<file path="config.mk">
export PLATFORM = sky130hd
export DESIGN_NAME = voxel_ray_traversal_unit
export DESIGN_NICKNAME = d
export VERILOG_FILES = /design/src/rtl/vrt_pkg.sv /design/src/rtl/voxel_ray_traversal_unit.sv /design/src/rtl/vrt_div.sv /design/src/rtl/vrt_datapath.sv /design/src/rtl/vrt_ctrl.sv
export SDC_FILE = /design/constraint.sdc
export NUM_CORES = 1
export LEC_CHECK = 0
export ABC_AREA = 1
export ABC_CLOCK_PERIOD_IN_PS = 11500
export BUFFER_PORTS_ARGS = -buffer_cell sky130_fd_sc_hd__buf_4
export CORE_MARGIN = 2
export CORE_UTILIZATION = 30
export CTS_CLUSTER_DIAMETER = 60
export DETAILED_ROUTE_END_ITERATION = 12
export PLACE_DENSITY = 0.54
export SYNTH_ARGS = -nofsm -noshare
export SYNTH_HDL_FRONTEND = slang
export SYNTH_SLANG_ARGS = --single-unit
</file>
<file path="constraint.sdc">
create_clock -name clk_i -period 11.5 [get_ports clk_i]
set_input_delay 1.15 -clock clk_i [delete_from_list [all_inputs] [get_ports clk_i]]
set_output_delay 1.15 -clock clk_i [all_outputs]
set_load 0.005 [all_outputs]
</file>
<file path="src/rtl/vrt_pkg.sv">
// ----------------------------------------------------------------------------
// vrt_pkg
// Shared types and constants for the voxel ray traversal unit.
// ----------------------------------------------------------------------------
package vrt_pkg;
  localparam int unsigned PosFracBitsDef = 16;
  localparam int unsigned MaxStepsRst    = 50;
  localparam logic [31:0] TimeMax        = 32'hFFFF_FFFF;

  typedef struct packed {
    logic load;
    logic div_start;
    logic [2:0] div_sel;
    logic advance;
    logic out_load;
    logic [5:0] out_index;
    logic out_last;
  } vrt_cmd_t;

  typedef struct packed {
    logic div_done;
    logic out_busy;
  } vrt_sts_t;
endpackage

</file>
<file path="src/rtl/voxel_ray_traversal_unit.sv">
// Setup: six divisions of 64 quotient bits each run before the first voxel.
// Then voxels are emitted, alternating emit and step states and waiting while
// the output is stalled; max_steps+1 voxels. Next ray after the last voxel.
// Reset: asynchronous active low; max_steps returns to 50, block idle.
// ----------------------------------------------------------------------------
// voxel_ray_traversal_unit
// 3D grid walk along a fixed-point ray, one voxel per result transaction.
// ----------------------------------------------------------------------------
module voxel_ray_traversal_unit
  import vrt_pkg::*;
#(
  parameter int unsigned PosFracBits = PosFracBitsDef
) (
  input  logic               clk_i,
  input  logic               rst_ni,
  input  logic               cfg_we_i,
  input  logic [5:0]         cfg_max_steps_i,
  input  logic               in_valid_i,
  output logic               in_stall_o,
  input  logic signed [31:0] origin_x_i,
  input  logic signed [31:0] origin_y_i,
  input  logic signed [31:0] origin_z_i,
  input  logic signed [17:0] dir_x_i,
  input  logic signed [17:0] dir_y_i,
  input  logic signed [17:0] dir_z_i,
  output logic               out_valid_o,
  input  logic               out_stall_i,
  output logic signed [15:0] voxel_x_o,
  output logic signed [15:0] voxel_y_o,
  output logic signed [15:0] voxel_z_o,
  output logic [5:0]         step_index_o,
  output logic               last_o
);
  vrt_cmd_t cmd;
  vrt_sts_t sts;

  vrt_ctrl u_ctrl (
    .clk_i, .rst_ni, .in_valid_i, .in_stall_o, .cfg_we_i, .cfg_max_steps_i,
    .cmd_o(cmd), .sts_i(sts)
  );

  vrt_datapath #(.PosFracBits(PosFracBits)) u_dp (
    .clk_i, .rst_ni, .cmd_i(cmd), .sts_o(sts),
    .origin_x_i, .origin_y_i, .origin_z_i, .dir_x_i, .dir_y_i, .dir_z_i,
    .out_valid_o, .out_stall_i, .voxel_x_o, .voxel_y_o, .voxel_z_o,
    .step_index_o, .last_o
  );
endmodule

</file>
<file path="src/rtl/vrt_div.sv">
// ----------------------------------------------------------------------------
// vrt_div
// Radix-2 restoring divider, 64-bit dividend by 32-bit divisor, saturated
// 32-bit quotient. One quotient bit per cycle.
// ----------------------------------------------------------------------------
module vrt_div
  import vrt_pkg::*;
(
  input  logic        clk_i,
  input  logic        rst_ni,
  input  logic        start_i,
  input  logic [63:0] num_i,
  input  logic [31:0] den_i,
  output logic        done_o,
  output logic [31:0] quo_o
);
  logic [63:0] num_q, num_d;
  logic [32:0] rem_q, rem_d;
  logic [63:0] quo_q, quo_d;
  logic [6:0]  cnt_q, cnt_d;
  logic        busy_q, busy_d, done_q, done_d;
  logic [32:0] trial;
  logic [33:0] diff;

  always_comb begin
    num_d = num_q; rem_d = rem_q; quo_d = quo_q; cnt_d = cnt_q;
    busy_d = busy_q; done_d = 1'b0;
    trial = {rem_q[31:0], num_q[63]};
    diff = {1'b0, trial} - {2'b00, den_i};
    if (start_i) begin
      num_d = num_i; rem_d = '0; quo_d = '0; cnt_d = 7'd64; busy_d = 1'b1;
    end else if (busy_q) begin
      num_d = {num_q[62:0], 1'b0};
      if (!diff[33]) begin
        rem_d = diff[32:0]; quo_d = {quo_q[62:0], 1'b1};
      end else begin
        rem_d = trial; quo_d = {quo_q[62:0], 1'b0};
      end
      cnt_d = cnt_q - 7'd1;
      if (cnt_q == 7'd1) begin
        busy_d = 1'b0; done_d = 1'b1;
      end
    end
  end

  always_ff @(posedge clk_i or negedge rst_ni) begin
    if (!rst_ni) begin
      busy_q <= 1'b0; done_q <= 1'b0; cnt_q <= '0;
    end else begin
      busy_q <= busy_d; done_q <= done_d; cnt_q <= cnt_d;
    end
  end

  always_ff @(posedge clk_i) begin
    num_q <= num_d; rem_q <= rem_d; quo_q <= quo_d;
  end

  assign done_o = done_q;
  assign quo_o  = (quo_q[63:32] != '0) ? TimeMax : quo_q[31:0];
endmodule

</file>
<file path="src/rtl/vrt_datapath.sv">
// ----------------------------------------------------------------------------
// vrt_datapath
// Ray setup registers, shared divider, step unit and output register.
// ----------------------------------------------------------------------------
module vrt_datapath
  import vrt_pkg::*;
#(
  parameter int unsigned PosFracBits = PosFracBitsDef
) (
  input  logic               clk_i,
  input  logic               rst_ni,
  input  vrt_cmd_t           cmd_i,
  output vrt_sts_t           sts_o,
  input  logic signed [31:0] origin_x_i,
  input  logic signed [31:0] origin_y_i,
  input  logic signed [31:0] origin_z_i,
  input  logic signed [17:0] dir_x_i,
  input  logic signed [17:0] dir_y_i,
  input  logic signed [17:0] dir_z_i,
  output logic               out_valid_o,
  input  logic               out_stall_i,
  output logic signed [15:0] voxel_x_o,
  output logic signed [15:0] voxel_y_o,
  output logic signed [15:0] voxel_z_o,
  output logic [5:0]         step_index_o,
  output logic               last_o
);
  localparam int unsigned DistW = PosFracBits + 1;

  logic [2:0][31:0] org_q;
  logic [2:0][17:0] mag_q;
  logic [2:0][15:0] cur_q;
  logic [2:0][31:0] tmax_q, tdel_q;
  logic [2:0]       neg_q;
  logic [2:0][17:0] dir_in;
  logic [2:0][31:0] org_in;

  logic [63:0] num;
  logic [31:0] den, quo;
  logic        div_done;
  logic [1:0]  ax;
  logic        is_dt;
  logic [DistW-1:0] gap;
  logic [PosFracBits-1:0] frac;
  logic [1:0]  adv;
  logic [32:0] tsum;

  assign dir_in = {dir_z_i, dir_y_i, dir_x_i};
  assign org_in = {origin_z_i, origin_y_i, origin_x_i};
  assign ax    = cmd_i.div_sel[2:1];
  assign is_dt = cmd_i.div_sel[0];
  assign frac  = org_q[ax][PosFracBits-1:0];
  assign gap   = neg_q[ax] ? {1'b0, frac}
                           : (DistW'(1) << PosFracBits) - {1'b0, frac};
  // gap * 2^32 / (mag * 2^frac) == gap * 2^(32 - frac) / mag
  assign num   = is_dt ? (64'd1 << 32) : (64'(gap) << (32 - PosFracBits));
  assign den   = 32'(mag_q[ax]);

  vrt_div u_div (
    .clk_i, .rst_ni, .start_i(cmd_i.div_start), .num_i(num), .den_i(den),
    .done_o(div_done), .quo_o(quo)
  );

  always_comb begin
    if (tmax_q[0] < tmax_q[1]) adv = (tmax_q[0] < tmax_q[2]) ? 2'd0 : 2'd2;
    else                       adv = (tmax_q[1] < tmax_q[2]) ? 2'd1 : 2'd2;
  end
  assign tsum = {1'b0, tmax_q[adv]} + {1'b0, tdel_q[adv]};

  always_ff @(posedge clk_i) begin
    if (cmd_i.load) begin
      for (int i = 0; i < 3; i++) begin
        org_q[i] <= org_in[i];
        neg_q[i] <= dir_in[i][17];
        mag_q[i] <= dir_in[i][17] ? 18'(-dir_in[i]) : dir_in[i];
        cur_q[i] <= 16'($signed(org_in[i]) >>> PosFracBits);
        tmax_q[i] <= TimeMax;
        tdel_q[i] <= TimeMax;
      end
    end else if (div_done && mag_q[ax] != '0) begin
      if (is_dt) tdel_q[ax] <= quo;
      else       tmax_q[ax] <= quo;
    end else if (cmd_i.advance) begin
      cur_q[adv]  <= neg_q[adv] ? cur_q[adv] - 16'd1 : cur_q[adv] + 16'd1;
      tmax_q[adv] <= tsum[32] ? TimeMax : tsum[31:0];
    end
  end

  logic ov_q;
  always_ff @(posedge clk_i or negedge rst_ni) begin
    if (!rst_ni) ov_q <= 1'b0;
    else if (cmd_i.out_load) ov_q <= 1'b1;
    else if (!out_stall_i) ov_q <= 1'b0;
  end

  always_ff @(posedge clk_i) begin
    if (cmd_i.out_load) begin
      voxel_x_o <= cur_q[0]; voxel_y_o <= cur_q[1]; voxel_z_o <= cur_q[2];
      step_index_o <= cmd_i.out_index; last_o <= cmd_i.out_last;
    end
  end

  assign out_valid_o = ov_q;
  assign sts_o.div_done = div_done;
  assign sts_o.out_busy = ov_q && out_stall_i;
endmodule

</file>
<file path="src/rtl/vrt_ctrl.sv">
// ----------------------------------------------------------------------------
// vrt_ctrl
// Sequencer: accept ray, run six divisions, then step and emit voxels.
// ----------------------------------------------------------------------------
module vrt_ctrl
  import vrt_pkg::*;
(
  input  logic     clk_i,
  input  logic     rst_ni,
  input  logic     in_valid_i,
  output logic     in_stall_o,
  input  logic     cfg_we_i,
  input  logic [5:0] cfg_max_steps_i,
  output vrt_cmd_t cmd_o,
  input  vrt_sts_t sts_i
);
  typedef enum logic [2:0] {S_IDLE, S_DSTART, S_DWAIT, S_EMIT, S_STEP} state_e;

  state_e     state_q;
  logic [2:0] sel_q;
  logic [5:0] k_q, max_q, tot_q;
  logic       accept;

  assign in_stall_o = (state_q != S_IDLE);
  assign accept = in_valid_i && (state_q == S_IDLE);

  always_comb begin
    cmd_o = '0;
    cmd_o.load = accept;
    cmd_o.div_start = (state_q == S_DSTART);
    cmd_o.div_sel = sel_q;
    cmd_o.advance = (state_q == S_STEP);
    cmd_o.out_load = (state_q == S_EMIT) && !sts_i.out_busy;
    cmd_o.out_index = k_q;
    cmd_o.out_last = (k_q == tot_q);
  end

  always_ff @(posedge clk_i or negedge rst_ni) begin
    if (!rst_ni) begin
      state_q <= S_IDLE; sel_q <= '0; k_q <= '0; tot_q <= '0;
      max_q <= 6'(MaxStepsRst);
    end else begin
      if (cfg_we_i) max_q <= cfg_max_steps_i;
      case (state_q)
        S_IDLE: begin
          if (accept) begin
            state_q <= S_DSTART; sel_q <= '0; k_q <= '0; tot_q <= max_q;
          end
        end
        S_DSTART: state_q <= S_DWAIT;
        S_DWAIT: begin
          if (sts_i.div_done) begin
            if (sel_q == 3'd5) state_q <= S_EMIT;
            else begin
              sel_q <= sel_q + 3'd1; state_q <= S_DSTART;
            end
          end
        end
        S_EMIT: begin
          if (!sts_i.out_busy) begin
            if (k_q == tot_q) state_q <= S_IDLE;
            else state_q <= S_STEP;
          end
        end
        S_STEP: begin
          k_q <= k_q + 6'd1; state_q <= S_EMIT;
        end
        default: state_q <= S_IDLE;
      endcase
    end
  end

  a_load_idle: assert property (@(posedge clk_i) disable iff (!rst_ni)
    cmd_o.load |=> state_q == S_DSTART) else $error("load not followed by setup");
  a_out_noover: assert property (@(posedge clk_i) disable iff (!rst_ni)
    cmd_o.out_load |-> !sts_i.out_busy) else $error("output overwritten");
  a_k_bound: assert property (@(posedge clk_i) disable iff (!rst_ni)
    state_q != S_IDLE |-> k_q <= tot_q) else $error("step index overrun");
endmodule
</file>
## Word-level counts from Yosys, hierarchy flattened

Cells that the tools add are included.

- Logic and storage cells: 158
- Flip-flop bits (word level): 642
- Input bits: 161

- Add/subtract/negate cells: 11
- Muxes and demuxes: 67
- Equal/unequal tests: 14
- Order comparisons: 7
- Reduce and logical (&&, ||, !) cells: 23

Operator list:

| cell | number |
|---|---|
| bitwise mux 96 bit | 3 |
| 2-to-1 mux 96 bit | 3 |
| 2-to-1 mux 32 bit | 7 |
| binary-select mux 32 bit (select 2 bit) | 3 |
| 2-to-1 mux 48 bit | 3 |
| demux 32 bit (select 2 bit) | 2 |
| 2-to-1 mux 64 bit | 2 |
| < comparator 32 bit | 3 |
| 2-to-1 mux 17 bit | 4 |
| 2-to-1 mux 16 bit | 4 |
| negation 18 bit | 3 |
| bitwise mux 48 bit | 1 |
| binary-select mux 18 bit (select 2 bit) | 1 |
| subtractor 33 x 18 -> 34 bit | 1 |
| adder 32 x 32 -> 33 bit | 1 |
| 2-to-1 mux 33 bit | 1 |
| binary-select mux 16 bit (select 2 bit) | 1 |
| demux 16 bit (select 2 bit) | 1 |
| nonzero test 32 bit | 1 |
| 2-to-1 mux 3 bit | 7 |
| 2-to-1 mux 18 bit | 1 |
| nonzero test 18 bit | 1 |
| subtractor 17 x 16 -> 17 bit, first input constant | 1 |
| adder 16 x 1 -> 16 bit, second input constant | 1 |
| other kinds (29) | 66 |

## Logic depth before layout (Yosys ltp)

- Depth after elaboration: 11
- Gate-level depth with buffers: 36

## Hierarchy

Synthesis repeated with hierarchy kept, for this count alone.

- Cells, all modules: 4285
- Area total of the unflattened synthesis: 33512.1 µm²

Modules (own cells, without submodules):

| module | area an instance (µm²) | cells an instance | instances | seq. area each (µm²) |
|---|---|---|---|---|
| vrt_datapath | 22799.4 | 2823 | 1 | 10114.7 |
| vrt_div | 9385.3 | 1303 | 1 | 4068.9 |
| vrt_ctrl | 1327.5 | 159 | 1 | 604.3 |

## Worst setup path before layout

Ideal clock, no wire load.

- Path type: input-to-reg
- Start: input in_valid_i
- End: register u_dp.mag_q[0] (netlist bit) (enable)
- Setup time: 510 ps
- Stages on the path: 6
- Data required time: 10990 ps
- Arrival time: 5140 ps
- Slack: 5850 ps
- Path through: o21ai_0 > nor2_1 > inv_1 > nor2_1 > clkbuf_1 > clkbuf_1

RTL lines:

| item | RTL line | source |
|---|---|---|
| start, declared | voxel_ray_traversal_unit.sv:18 | `input logic in_valid_i,` |
| end signal, assigned by index | vrt_datapath.sv:75 | `mag_q[i] <= dir_in[i][17] ? 18'(-dir_in[i]) : dir_in[i];` |
| end, declared | vrt_datapath.sv:31 | `logic [2:0][17:0] mag_q;` |

## Final worst setup path

- Start: register u_dp.tmax_q[88] (netlist bit)
- End: register u_dp.tmax_q[34] (netlist bit)

- Cells in the longest elaborated chain, start to end: 10
- Elaborated cells between the ends (all ways): 19
- Classes of those cells: 1 x add/sub; 4 x order compare; 13 x mux; 1 x reduce/logical

RTL lines:

| item | RTL line | source |
|---|---|---|
| start, declared | vrt_datapath.sv:33 | `logic [2:0][31:0] tmax_q, tdel_q;` |
| start signal, assigned by index | vrt_datapath.sv:77 | `tmax_q[i] <= TimeMax;` |
| start signal, assigned by index | vrt_datapath.sv:82 | `else tmax_q[ax] <= quo;` |
| start signal, assigned by index | vrt_datapath.sv:85 | `tmax_q[adv] <= tsum[32] ? TimeMax : tsum[31:0];` |
| < comparator 32 bit (on tied branches) | vrt_datapath.sv:66, vrt_datapath.sv:65 |  |
| 2-to-1 mux 2 bit (on tied branches) | vrt_datapath.sv:66, vrt_datapath.sv:65 |  |
| 2-to-1 mux 2 bit | vrt_datapath.sv:65 | `if (tmax_q[0] < tmax_q[1]) adv = (tmax_q[0] < tmax_q[2]) ? 2'd0 : 2'd2;` |
| binary-select mux 32 bit (select 2 bit) (tied with other cells) | vrt_datapath.sv:68 | `assign tsum = {1'b0, tmax_q[adv]} + {1'b0, tdel_q[adv]};` |
| 2-to-1 mux 32 bit (implied by the code) or logical AND 1 bit (tied branches) | vrt_datapath.sv:68, vrt_datapath.sv:85 |  |
| adder 32 x 32 -> 33 bit or 2-to-1 mux 32 bit (tied branches) | vrt_datapath.sv:68, vrt_datapath.sv:85 |  |
| 2-to-1 mux 32 bit or demux 32 bit (select 2 bit) (tied branches) | -- |  |
| bitwise mux 96 bit * | vrt_datapath.sv:85 |  |
| 2-to-1 mux 96 bit * | vrt_datapath.sv:83 | `end else if (cmd_i.advance) begin` |
| 2-to-1 mux 96 bit * | vrt_datapath.sv:80 | `end else if (div_done && mag_q[ax] != '0) begin` |

Every way passes the cells marked *; elsewhere a longest branch is shown, timed or not. The select of a mux whose other input is x is not followed.
A chain may end at the register's enable or synchronous reset.

==> results.tsv <==
stage	metric	value	unit
logic_synthesis	multiplexer share of the synthesized area	0.254	%
status	status	finished clean	
global_routing	GRT Overall Usage	17.5	%
clock_tree	CTS Hold Bufs	0	
finish	Final nets	4147	
global_routing	largest net degree at the start of global routing	168	
route	1st-iter DRT viols	2118	
die	initial core utilization	30.4	%
sta	period utilization	61.5	%
sta	max-slew violations	0	
logic_synthesis	Yosys reg bits	578	
sta	Worst slew margin	24.4	%
placement	Final GP Congestion	0.923	
sta	worst slew pin tran	1.13	ns
clock_tree	H-tree Lvls	3	
clock_tree	cts repair resizes	0	
sta	Setup-failing EPs final	0	
logic_synthesis	library cells used by synthesis	63	
setup_path	critical path class	reg -> reg	
sta	final hold vios	0	
logic_synthesis	post-synthesis cell area	30500	sq um
setup_path	Worst EP required	11.97	ns
logic_synthesis	Synth area leader	edfxtp_1	
clock_tree	Clock Pin Slew Worst Setup and Hold Paths	0.06	ns
global_routing	GR Overflow Total	0	
route	Vias	26000	
clock_tree	Worst-Skew Late Latency	0.62	ns
clock_tree	Clock Root Buffer	clkbuf_16	
setup_path	CP max stage delay	0.78	ns
global_routing	first-pass GRT wire length	144	mm
finish	Syn-to-layout area delta	16.9	%
logic_synthesis	XOR/XNOR Fraction of Synth Area	3.16	%
finish	Util after Layout	35.5	%
route	Avg Vias per Cell	4.97	
route	drt pass-1 iters	5	
logic_synthesis	EDFF count, synth	256	
logic_synthesis	Synth area leaders	edfxtp_1, dfxtp_1, nand2_1	
logic_synthesis	Synth async-reset ratio	5.88	%
setup_path	WP data arrival	7.54	ns
clock_tree	CTS tree	yes	
global_routing	via count of the first global-routing pass	25100	
finish	sequential cell area	14300	sq um
logic_synthesis	main combinational cell family by area after synthesis	simple AND/OR/NAND/NOR gates	
placement	# placed instances	5103	
run	Max Cap Viol	0	
die	die width	323	um
die	area of the core	100000	sq um
route	WL/cell	17.8	um
setup_path	slowest CP cell	inv_2	
logic_synthesis	Seq/Total Area, Yosys	46.9	%
sta	Setup TNS Final	0	ns
logic_synthesis	simple-gate area share of the yosys netlist	18.6	%
route	Remaining DRCs	0	
clock_tree	number of setup buffers added after CTS	0	
die	total I/O pin count	218	
sta	RSZ-0062 raised after global routing	false	
placement	Final HPWL DP	62.8	mm
clock_tree	Clock Path Buffers	3	
die	row count	116	
logic_synthesis	area fraction in compound gates after synthesis	16.9	%
finish	n_diodes	0	
placement	PortBufs	217	
finish	Multi-input gate area	14100	sq um
setup_path	CP Launch Type	register	
finish	share of post-route cells with drive strength above 1	10.9	%
sta	worst-case clock skew	0.0265	ns
clock_tree	clock sink count	578	
global_routing	initial antenna violation count	0	
die	Die Ht	323	um
logic_synthesis	synth warn	0	
route	final wirelength	92.8	mm
finish	non-filler cells, final	5225	
logic_synthesis	Post-Syn Nets	3996	
die	DIE AREA	104000	sq um
logic_synthesis	count leader, synth	nand2_1	
logic_synthesis	top cells by count, synth	nand2_1, inv_1, dfxtp_1	
logic_synthesis	Syn Inst Count	3666	
finish	fill count	10500	
min_path	Hold WC Path Type	reg -> reg	
clock_tree	cts bufs inserted	69	
logic_synthesis	Synth Area in Adders	7.00	%
sta	fmax	141	MHz
sta	Period minus WS final	7.07	ns
setup_path	Worst Path Max Fanout	38	
logic_synthesis	Most used DFF post-synth	dfxtp_1	
logic_synthesis	Yosys top cell area share	25.2	%
route	post-route ant nets	0	
setup_path	Crit path top cell by count	nand2_1	
setup_path	CP Capture Type	register	
logic_synthesis	syn avg cell area	8.32	sq um
[routing by layer]
| layer | GRT usage [%] | share of wire, % | up-vias |
|---|---|---|---|
| met1 | 23.5 | 46 | 12300 |
| met5 | 0 | 0 | - |
| met3 | 2.57 | 5.3 | 141 |
| met2 | 29.2 | 47 | 704 |
| li1 | - | - | 12800 |
| met4 | 4.97 | 2.5 | 0 |
[layout make-up]
| class | count | share of cell area, % |
|---|---|---|
| flip-flops and latches | 578 | 40.1 |
| multi-input cells | 2527 | 39.4 |
| clock buffers | 92 | 5.34 |
| repair buffers | 242 | 5.13 |
| well taps | 1357 | 4.76 |
| inverters | 399 | 4.21 |
| clock inverters | 30 | 1.01 |
[path summary, 6_finish.rpt]
check | cells after the start | slack [ns] | endpoint | startpoint
min in group asynchronous | 1 | 0.52 | u_dp.u_div.cnt_q[0]$_DFFE_PN0P_ | rst_ni
max in group asynchronous | 1 | 10.59 | u_ctrl.max_q[4]$_DFFE_PN1P_ | rst_ni
hold / removal | 0 | 0.45 | u_dp.voxel_z_o[15]$_DFFE_PP_ | u_dp.cur_q[47]$_DFFE_PP_
hold reg to reg | 0 | 0.45 | u_dp.voxel_z_o[15]$_DFFE_PP_ | u_dp.cur_q[47]$_DFFE_PP_
setup / recovery | 27 | 4.43 | u_dp.tmax_q[34]$_SDFFE_PP1P_ | u_dp.tmax_q[88]$_SDFFE_PP1P_
setup reg to reg | 27 | 4.43 | u_dp.tmax_q[34]$_SDFFE_PP1P_ | u_dp.tmax_q[88]$_SDFFE_PP1P_
[metrics by stage]
step	hold WS (ns)	worst slack [ns]	cell area, sq um
after floorplan	0.417	5.85	30500
after global placement	0.425	4.67	33400
after global routing	0.456	3.95	35700
after detailed placement	0.431	4.52	33400
final	0.446	4.43	35700
after CTS	0.448	4.51	35700
[flip-flops by register name (all words and copies together), names as in the netlist, 7 cells and up]
| signal | count |
|---|---|
| u_dp.voxel_x_o | 16 |
| u_dp.u_div.quo_q | 64 |
| u_dp.tmax_q | 96 |
| u_dp.u_div.cnt_q | 7 |
| u_dp.voxel_y_o | 16 |
| u_dp.cur_q | 48 |
| u_dp.u_div.num_q | 48 |
| u_dp.u_div.rem_q | 32 |
| u_dp.voxel_z_o | 16 |
| u_dp.tdel_q | 96 |
| u_dp.org_q | 48 |
| u_dp.mag_q | 54 |
[logic make-up (layout without fill, tap and decap cells)]
group / after synthesis / after routing
buf+inv: 561 / 763
flops: 578 / 578
xor+xnor: 110 / 110
simple gates: 1375 / 1375
fa+ha+maj: 169 / 169
mux: 7 / 7
compound gates: 866 / 866
[critical path: cells and delay by family (launching register included)]
kind	cells	cell delay (ns)
compound gates	10	1.95
fa+ha+maj	2	0.60
flops	1	0.30
simple gates	11	2.56
buf+inv	4	1.49
[layout by cell type, fill, tap and decap left out, types with 15 or more instances in the layout]
master | Yosys | routed
or2_2 | 25 | 25
dfxtp_1 | 288 | 288
ha_1 | 166 | 166
a22oi_1 | 96 | 96
xnor2_1 | 31 | 31
inv_1 | 379 | 377
o21ai_1 | 34 | 34
nor4_1 | 27 | 27
o211ai_1 | 74 | 74
xor2_1 | 79 | 79
o22ai_1 | 61 | 61
nand3_1 | 149 | 148
a21oi_1 | 260 | 259
buf_4 | 1 | 241
nand4_1 | 23 | 23
nand2_1 | 840 | 836
inv_2 | 19 | 20
nor3_1 | 30 | 30
clkbuf_1 | 104 | 15
a22o_1 | 24 | 24
clkbuf_16 | 0 | 70
edfxtp_1 | 256 | 256
o21ai_0 | 239 | 236
a31oi_1 | 22 | 22
dfrtp_1 | 31 | 31
nor2_1 | 252 | 251
Power is left out: the tool's default activity adds up to more than one toggle a clock period on the data nets, which glitch-free logic cannot reach.
